==> config.mk <==
export PLATFORM = sky130hd
export DESIGN_NAME = replay_window_checker_top
export DESIGN_NICKNAME = d
export VERILOG_FILES = /design/src/rtl/core/rwc_pkg.sv /design/src/rtl/core/rwc_ram.sv /design/src/rtl/core/rwc_apb_regs.sv /design/src/rtl/core/rwc_stats.sv /design/src/rtl/core/replay_window_checker_top.sv
export SDC_FILE = /design/constraint.sdc
export NUM_CORES = 2
export LEC_CHECK = 0
export BUFFER_PORTS_ARGS = -buffer_cell sky130_fd_sc_hd__buf_4
export CORE_MARGIN = 4
export CORE_UTILIZATION = 28
export CTS_BUF_LIST = sky130_fd_sc_hd__clkbuf_4
export CTS_CLUSTER_DIAMETER = 80
export DETAILED_ROUTE_END_ITERATION = 8
export PLACE_DENSITY = 0.43
export RECOVER_POWER = 50
export SETUP_SLACK_MARGIN = 0.3
export SLEW_MARGIN = 30
export SYNTH_ARGS = -nofsm -noshare
export SYNTH_HDL_FRONTEND = slang
export SYNTH_SLANG_ARGS = --single-unit
==> constraint.sdc <==
create_clock -name clk -period 12.43 [get_ports clk]
set_input_delay 0.6215 -clock clk [delete_from_list [all_inputs] [get_ports clk]]
set_output_delay 0.6215 -clock clk [all_outputs]
set_load 0.005 [all_outputs]
==> src/rtl/core/rwc_pkg.sv <==
// Shared types and constants for the replay window checker.
`default_nettype none
package rwc_pkg;

	localparam int SLOT_LOG2    = 6;
	localparam int WINDOW_SLOTS = 1 << SLOT_LOG2;
	localparam int CTR_W        = 64;
	localparam int LEN_W        = 17;
	localparam int STAT_W       = 32;
	localparam int APB_DATA_W   = 32;
	localparam int APB_ADDR_W   = 3;

	localparam logic [LEN_W-1:0] MIN_SEALED_LEN = LEN_W'(24);

	typedef enum logic [1:0] {
		VERDICT_ACCEPT  = 2'd0,
		VERDICT_TOO_OLD = 2'd1,
		VERDICT_DUP     = 2'd2,
		VERDICT_AUTH    = 2'd3
	} verdict_t;

	typedef enum logic {
		REQ_CHECK = 1'b0,
		REQ_CLEAR = 1'b1
	} req_t;

	typedef enum logic {
		REG_CHANNEL_ACTIVE = 1'b0
	} reg_idx_t;

	typedef struct packed {
		logic inc_replay;
		logic inc_auth;
		logic inc_accept;
	} stat_upd_t;

endpackage
`default_nettype wire

==> src/rtl/core/rwc_ram.sv <==
// Generic single-write, single-read RAM with registered read data.
`default_nettype none
module rwc_ram #(
	parameter int WIDTH = 64,
	parameter int DEPTH = 64
) (
	input  wire logic                     clk,
	input  wire logic                     we,
	input  wire logic [$clog2(DEPTH)-1:0] waddr,
	input  wire logic [WIDTH-1:0]         wdata,
	input  wire logic                     re,
	input  wire logic [$clog2(DEPTH)-1:0] raddr,
	output      logic [WIDTH-1:0]         rdata
);

	logic [WIDTH-1:0] mem_q [DEPTH];

	always_ff @(posedge clk) begin
		if (we) begin
			mem_q[waddr] <= wdata;
		end
		if (re) begin
			rdata <= mem_q[raddr];
		end
	end

endmodule
`default_nettype wire

==> src/rtl/core/rwc_apb_regs.sv <==
// APB configuration register block for the replay window checker.
`default_nettype none
module rwc_apb_regs import rwc_pkg::*; (
	input  wire logic                  clk,
	input  wire logic                  arst_n,
	input  wire logic                  psel,
	input  wire logic                  penable,
	input  wire logic                  pwrite,
	input  wire logic [APB_ADDR_W-1:0] paddr,
	input  wire logic [APB_DATA_W-1:0] pwdata,
	output      logic [APB_DATA_W-1:0] prdata,
	output      logic                  pready,
	output      logic                  channel_active
);

	logic     active_q;
	logic     wr_en;
	reg_idx_t reg_idx;
	logic     in_range;

	assign pready   = 1'b1;
	assign wr_en    = psel && penable && pwrite;
	assign reg_idx  = reg_idx_t'(paddr[2]);
	assign in_range = (reg_idx == REG_CHANNEL_ACTIVE);

	always_ff @(posedge clk or negedge arst_n) begin
		if (!arst_n) begin
			active_q <= 1'b0;
		end else if (wr_en && in_range) begin
			active_q <= pwdata[0];
		end
	end

	always_comb begin
		prdata = '0;
		if (in_range) begin
			prdata = {{(APB_DATA_W-1){1'b0}}, active_q};
		end
	end

	assign channel_active = active_q;

endmodule
`default_nettype wire

==> src/rtl/core/rwc_stats.sv <==
// Saturating statistics counters for the replay window checker.
`default_nettype none
module rwc_stats import rwc_pkg::*; (
	input  wire logic              clk,
	input  wire logic              arst_n,
	input  wire stat_upd_t         upd,
	output      logic [STAT_W-1:0] replay_cnt,
	output      logic [STAT_W-1:0] auth_cnt,
	output      logic [STAT_W-1:0] accept_cnt
);

	logic [STAT_W-1:0] replay_q;
	logic [STAT_W-1:0] auth_q;
	logic [STAT_W-1:0] accept_q;

	always_ff @(posedge clk or negedge arst_n) begin
		if (!arst_n) begin
			replay_q <= '0;
			auth_q   <= '0;
			accept_q <= '0;
		end else begin
			if (upd.inc_replay && (replay_q != '1)) begin
				replay_q <= replay_q + STAT_W'(1);
			end
			if (upd.inc_auth && (auth_q != '1)) begin
				auth_q <= auth_q + STAT_W'(1);
			end
			if (upd.inc_accept && (accept_q != '1)) begin
				accept_q <= accept_q + STAT_W'(1);
			end
		end
	end

	assign replay_cnt = replay_q;
	assign auth_cnt   = auth_q;
	assign accept_cnt = accept_q;

endmodule
`default_nettype wire

==> src/rtl/core/replay_window_checker_top.sv <==
// Top level of the replay window checker: slot RAM control and verdict logic.
//
//  channel  | direction | handshake          | payload
//  ---------+-----------+--------------------+--------------------------------------------
//  config   | in        | APB psel/penable   | paddr, pwdata, prdata (channel_active)
//  request  | in        | in_valid/in_stall  | req_type, packet_counter, sealed_length, auth_ok
//  result   | out       | out_valid/out_stall| verdict, replays_rejected, auth_failures,
//           |           |                    | packets_opened
//
// For each beat the slot RAM is read in the accept cycle; the verdict, slot write-back
// and statistics update happen in the evaluation state once the result can commit.
// Reset clears the slot valid bits, highest-seen value and statistics at once;
// no clearing pass is needed. A clear request goes through the same accept and evaluation steps.
// A stalled result beat holds the evaluation cycle until the output register frees.
`default_nettype none
module replay_window_checker_top import rwc_pkg::*; (
	input  wire logic                  clk,
	input  wire logic                  arst_n,
	input  wire logic                  psel,
	input  wire logic                  penable,
	input  wire logic                  pwrite,
	input  wire logic [APB_ADDR_W-1:0] paddr,
	input  wire logic [APB_DATA_W-1:0] pwdata,
	output      logic [APB_DATA_W-1:0] prdata,
	output      logic                  pready,
	input  wire logic                  in_valid,
	output      logic                  in_stall,
	input  wire logic                  req_type,
	input  wire logic [CTR_W-1:0]      packet_counter,
	input  wire logic [LEN_W-1:0]      sealed_length,
	input  wire logic                  auth_ok,
	output      logic                  out_valid,
	input  wire logic                  out_stall,
	output      logic [1:0]            verdict,
	output      logic [STAT_W-1:0]     replays_rejected,
	output      logic [STAT_W-1:0]     auth_failures,
	output      logic [STAT_W-1:0]     packets_opened
);

	typedef enum logic [1:0] {
		ST_IDLE = 2'b01,
		ST_EVAL = 2'b10
	} state_t;

	state_t                   state_q;
	logic                     channel_active;
	logic                     in_fire;
	logic                     commit;

	req_t                     req_q;
	logic [CTR_W-1:0]         ctr_q;
	logic                     len_ok_q;
	logic                     auth_q;
	logic                     le_q;
	logic                     old_q;

	logic [CTR_W-1:0]         highest_q;
	logic                     started_q;
	logic [WINDOW_SLOTS-1:0]  slot_vld_q;
	logic                     out_valid_q;
	verdict_t                 verdict_q;

	logic [CTR_W-1:0]         ctr_diff;
	logic [SLOT_LOG2-1:0]     slot_idx;
	logic [CTR_W-1:0]         rd_data;
	logic [CTR_W-1:0]         slot_val;
	logic                     dup;
	verdict_t                 verdict_d;
	logic                     do_accept;
	logic                     do_clear;
	stat_upd_t                upd;

	rwc_apb_regs u_regs (
		.clk            (clk),
		.arst_n         (arst_n),
		.psel           (psel),
		.penable        (penable),
		.pwrite         (pwrite),
		.paddr          (paddr),
		.pwdata         (pwdata),
		.prdata         (prdata),
		.pready         (pready),
		.channel_active (channel_active)
	);

	assign in_stall = (state_q != ST_IDLE);
	assign in_fire  = in_valid && !in_stall;
	assign commit   = (state_q == ST_EVAL) && (!out_valid_q || !out_stall);
	assign ctr_diff = highest_q - packet_counter;
	assign slot_idx = ctr_q[SLOT_LOG2-1:0];

	rwc_ram #(
		.WIDTH (CTR_W),
		.DEPTH (WINDOW_SLOTS)
	) u_slots (
		.clk   (clk),
		.we    (commit && do_accept),
		.waddr (slot_idx),
		.wdata (ctr_q),
		.re    (in_fire),
		.raddr (packet_counter[SLOT_LOG2-1:0]),
		.rdata (rd_data)
	);

	always_ff @(posedge clk) begin
		if (in_fire) begin
			req_q    <= req_t'(req_type);
			ctr_q    <= packet_counter;
			len_ok_q <= channel_active && (sealed_length >= MIN_SEALED_LEN);
			auth_q   <= auth_ok;
			le_q     <= (packet_counter <= highest_q);
			old_q    <= (ctr_diff[CTR_W-1:SLOT_LOG2] != '0);
		end
	end

	assign slot_val = slot_vld_q[slot_idx] ? rd_data : '0;
	assign dup      = (slot_val == ctr_q);

	always_comb begin
		verdict_d = VERDICT_ACCEPT;
		do_accept = 1'b0;
		do_clear  = 1'b0;
		upd       = '0;
		if (req_q == REQ_CLEAR) begin
			do_clear = 1'b1;
		end else if (!len_ok_q) begin
			verdict_d    = VERDICT_AUTH;
			upd.inc_auth = 1'b1;
		end else if (started_q && le_q && old_q) begin
			verdict_d      = VERDICT_TOO_OLD;
			upd.inc_replay = 1'b1;
		end else if (started_q && le_q && dup) begin
			verdict_d      = VERDICT_DUP;
			upd.inc_replay = 1'b1;
		end else if (!auth_q) begin
			verdict_d    = VERDICT_AUTH;
			upd.inc_auth = 1'b1;
		end else begin
			do_accept      = 1'b1;
			upd.inc_accept = 1'b1;
		end
		if (!commit) begin
			upd = '0;
		end
	end

	rwc_stats u_stats (
		.clk        (clk),
		.arst_n     (arst_n),
		.upd        (upd),
		.replay_cnt (replays_rejected),
		.auth_cnt   (auth_failures),
		.accept_cnt (packets_opened)
	);

	always_ff @(posedge clk or negedge arst_n) begin
		if (!arst_n) begin
			state_q     <= ST_IDLE;
			highest_q   <= '0;
			started_q   <= 1'b0;
			slot_vld_q  <= '0;
			out_valid_q <= 1'b0;
			verdict_q   <= VERDICT_ACCEPT;
		end else begin
			case (state_q)
				ST_IDLE: begin
					if (in_fire) begin
						state_q <= ST_EVAL;
					end
				end
				ST_EVAL: begin
					if (commit) begin
						state_q <= ST_IDLE;
					end
				end
				default: begin
					state_q <= ST_IDLE;
				end
			endcase

			if (commit) begin
				out_valid_q <= 1'b1;
				verdict_q   <= verdict_d;
				if (do_clear) begin
					highest_q  <= '0;
					started_q  <= 1'b0;
					slot_vld_q <= '0;
				end else if (do_accept) begin
					if (!started_q || !le_q) begin
						highest_q <= ctr_q;
					end
					started_q            <= 1'b1;
					slot_vld_q[slot_idx] <= 1'b1;
				end
			end else if (out_valid_q && !out_stall) begin
				out_valid_q <= 1'b0;
			end
		end
	end

	assign out_valid = out_valid_q;
	assign verdict   = verdict_q;

endmodule
`default_nettype wire
==> impl_metrics.toml <==
[run_status]
outcome = "finished, violations left"
violations = "capacitance limit, slew limit"

[power_and_ir_drop]
power.switching_mw = 7.69
swShare_pct = 24.0
power_frac_seq_pct = 52.3
p_per_area_mw_per_mm2 = 156
clockPowerShare_pct = 40.7
irDropWorstVdd_uv = 100
p_comb_share_pct = 6.9
p_int_mw = 24.4
p_leak_nw = 66.5

[global_routing]
grt.total_usage_pct = 18.2
grt-ovfl-total = 0
grt_pass1_vias = 98400
grt_pass1_wl_um = 808000
antenna_found_initial = 64
grt_start_max_net_pins = 118

[clock_tree]
clk_latency_ps = 1850
h-tree-depth = 7
cts_made_buffers = 1296
postCtsSetupBuffers = 0
clockBufferDepth = 5
clock_sinks = 4460
cts_tree = "built"
clock-root-buffer = "clkbuf_4"
clkTransAtPathRegs_ps = 70
cts_resized = 0

[logic_synthesis]
syn_area_mm2 = 0.176
syn_area_per_cell_um2 = 22.1
yosysWarnings = 0
synth_edf_count = 4229
yosys_register_bits = 4460
async_reset_ff_share_pct = 5.18
ys_seq_area_share_pct = 75.5
synth_flop_cell = "edfxtp_1"
synth_cell_types = 89
synthCells = 7952

[floorplanning]
coreArea_mm2 = 0.625
die_w_um = 801
rows = 290
dieArea_mm2 = 0.641
pin_count = 258
die-height_um = 801
start_util_pct = 28.2

[cells_and_area]
final_cell_area_mm2 = 0.206
regArea_mm2 = 0.133
nNetsFinal = 9733
multi_input_area_mm2 = 0.0413
fillers = 60000
area_delta_synth_final_pct = 17.0
drive_gt1_share_pct = 36.4

[place]
dp_slack_ps = 3820
port_buffers = 189
hpwl_um = 334000
place_area_mm2 = 0.189
globalplace.congestion = 0.868

[detailed_routing]
drtIter0Drc = 9748
wl_per_cell_um = 31.6
wirelength_um = 593000
firstDrtPassIters = 9
ant_nets = 0
via_count = 94000
route.detailed.drc = 0
vias_per_cell = 5.01

[timing]
finalWorstSetupSlack_ps = 2310
rsz0062_at_grt = "no"
finClkSkew_ps = 187
fin_crit_sh_pct = 81.4
final-setup-viol-count = 0
fmax_ghz = 0.0988
setup_tns_ps = 0
finalHoldViolations = 0
layout_min_cycle_time_ps = 10120
worst_pin_slew_ps = 7530
slew_headroom_pct = -402
maxSlewViolCount = 4651

[run]
maxCapViolCount = 82

[min_path]
hold_depth = 3
holdPathEnd = "ctr_q[22]$_DFFE_PP_"
hold_start = "packet_counter[22]"
hold_class = "input pin to flop"

[worst_setup_path]
reg2regPathDepth = 16
timing.rr.end = "u_slots.mem_q[35][8]$_DFFE_PP_"
timing.rr.start = "ctr_q[4]$_DFFE_PP_"
cp.required_ps = 13750
crit_arrival_ps = 11440
crit_buf_inv = 6
critPathKind = "flop to flop"
cp_common_cell = "buf_4"
critPathMaxStageDelay_ps = 2560
worst-r2r-setup-slack_ps = 2310
slowest_stage = "clkbuf_1"
path_cells = "clkbuf_1 > a31o_2 > o221a_1 > inv_1 > a211oi_4 > o32ai_1 > nand4_1 > or4_1 > nor4_4 > or4_4 > or3_1 > buf_4 > nor2_4 > buf_4 > buf_4 > buf_4"
cp_top_family = "buffers and inverters"
worstPathMaxFanout = 73
startpoint_type = "flop"
critPathCaptureType = "flop"
-- synthesized netlist by cell type, drive strengths merged, types with 7 or more instances --
library cell / instances / share of area, %
o21a: 60 / 0.26
or2: 8 / 0.028
mux2: 13 / 0.083
o211ai: 14 / 0.068
buf: 135 / 0.41
nor4bb: 7 / 0.040
dfrtp: 230 / 3.3
nor4: 28 / 0.11
a211oi: 11 / 0.054
xnor2: 105 / 0.52
mux4: 1347 / 17
nand2b: 16 / 0.057
and4: 13 / 0.065
a221oi: 17 / 0.085
nor2: 104 / 0.22
a21o: 54 / 0.23
o22ai: 9 / 0.032
a31oi: 13 / 0.046
nand3b: 15 / 0.066
mux2i: 78 / 0.44
inv: 132 / 0.28
edfxtp: 4229 / 72
o2111ai: 11 / 0.055
o21bai: 20 / 0.085
or3: 12 / 0.043
nor2b: 19 / 0.068
nand3: 65 / 0.19
xor2: 35 / 0.17
a22oi: 10 / 0.043
nor3: 94 / 0.27
o31ai: 14 / 0.060
a2111oi: 13 / 0.065
nand4: 67 / 0.24
a21oi: 100 / 0.28
clkbuf: 302 / 0.64
and2: 11 / 0.039
ha: 67 / 0.48
and3: 57 / 0.20
o21ai: 147 / 0.42
nand2: 181 / 0.39
-- through the flow --
| step | cells | hold WS (ps) | util [%] | total power [mW] |
|---|---|---|---|---|
| 2_1_floorplan | 7982 | 326 | - | 18.3 |
| 3_3_place_gp | 16400 | 457 | 30.3 | 19.2 |
| 3_5_place_dp | 16400 | 470 | 30.3 | 19.3 |
| 4_1_cts | 18700 | 10.3 | 33.0 | 32.6 |
| 5_1_grt | 18700 | 155 | 32.9 | 33.6 |
| 6_report | 18700 | 373 | 32.9 | 32.1 |
-- layout by cell type (no fill, tap or decap), types with 31 or more instances in the layout --
cell / instances
edfxtp_1: 4229
clkbuf_4: 1894
mux4_2: 1347
buf_4: 301
dfrtp_1: 230
clkinv_1: 205
nand2_1: 180
dlygate4sd3_1: 169
clkbuf_1: 154
o21ai_0: 143
inv_1: 128
xnor2_1: 104
a21oi_1: 98
nor2_1: 94
mux2i_1: 78
nand4_1: 67
ha_1: 67
nand3_1: 64
o21a_1: 59
and3_1: 57
nor3_2: 56
a21o_1: 54
diode_2: 47
nor3_1: 37
xor2_1: 35
conb_1: 32
clkinv_2: 31
-- power by group through the flow --
| stage | Combinational, mW | Sequential [mW] | Clock (mW) |
|---|---|---|---|
| global route | 2.37 | 16.8 | 14.4 |
| global placement | 2.16 | 17.1 | 0 |
| CTS | 2.26 | 16.7 | 13.6 |
| floorplan | 1.14 | 17.2 | 0 |
| detailed placement | 2.20 | 17.1 | 0 |
| finish | 2.23 | 16.8 | 13.1 |
-- flip-flops by register name (all words and copies together) (netlist names) --
name	flops
u_stats.replay_cnt	32
u_slots.rdata	64
req_q	1
highest_q	64
slot_vld_q	64
verdict	2
le_q	1
u_slots.mem_q	4096
len_ok_q	1
out_valid	1
state_q	2
old_q	1
u_stats.accept_cnt	32
u_stats.auth_cnt	32
u_regs.channel_active	1
ctr_q	64
started_q	1
auth_q	1
-- layer usage --
layer	track usage, %	vias up	wire length (um)
li1	-	37700	-
met1	24.5	51300	251000
met2	29.2	4019	284000
met3	4.02	891	39400
met4	6.46	6	18600
met5	0	-	41
-- how the worst max path moves through the flow --
stage,from,to,cells past startpoint
after floorplan,ctr_q[1]$_DFFE_PP_,u_slots.mem_q[20][0]$_DFFE_PP_,16
after global placement,ctr_q[1]$_DFFE_PP_,u_slots.mem_q[39][58]$_DFFE_PP_,17
after detailed placement,ctr_q[1]$_DFFE_PP_,u_slots.mem_q[39][58]$_DFFE_PP_,18
after CTS,ctr_q[1]$_DFFE_PP_,u_slots.mem_q[39][56]$_DFFE_PP_,18
after global routing,ctr_q[4]$_DFFE_PP_,u_slots.mem_q[35][17]$_DFFE_PP_,16
final,ctr_q[4]$_DFFE_PP_,u_slots.mem_q[35][8]$_DFFE_PP_,16
-- kinds of logic after synthesis --
| kind of cell | after synthesis | synth area share, % |
|---|---|---|
| AO/OA/AOI/OAI | 556 | 2.11 |
| XOR/XNOR | 140 | 0.697 |
| adder cells (fa/ha/maj) | 67 | 0.477 |
| buffers and inverters | 570 | 1.34 |
| flip-flops | 4460 | 75.5 |
| multiplexers | 1438 | 17.8 |
| other | 2 | 0.00427 |
| AND/OR/NAND/NOR | 719 | 2.13 |
-- cell type report --
class / count / area share [%]
Clock buffer: 1868 / 6.81
Clock inverter: 268 / 0.573
Sequential cell: 4460 / 64.5
Timing Repair Buffer: 699 / 2.67
Multi-Input combinational cell: 2952 / 20.1
Tap cell: 8322 / 5.06
Antenna cell: 47 / 0.0571
Inverter: 132 / 0.250
-- timing repair --
action                                 in CTS  in global routing
endpoints found under the hold margin     417                  0
setup endpoints to repair                   0                  0
hold buffers                              171                  0
-- worst reg2reg max path: stages, from the launching register on --
cell,delay [ps]
edfxtp_1,490
clkbuf_1,2560
a31o_2,310
o221a_1,730
inv_1,400
a211oi_4,860
o32ai_1,240
nand4_1,260
or4_1,230
nor4_4,90
or4_4,780
or3_1,660
buf_4,310
nor2_4,140
buf_4,390
buf_4,520
buf_4,710
Power figures use the tool's default switching activity.
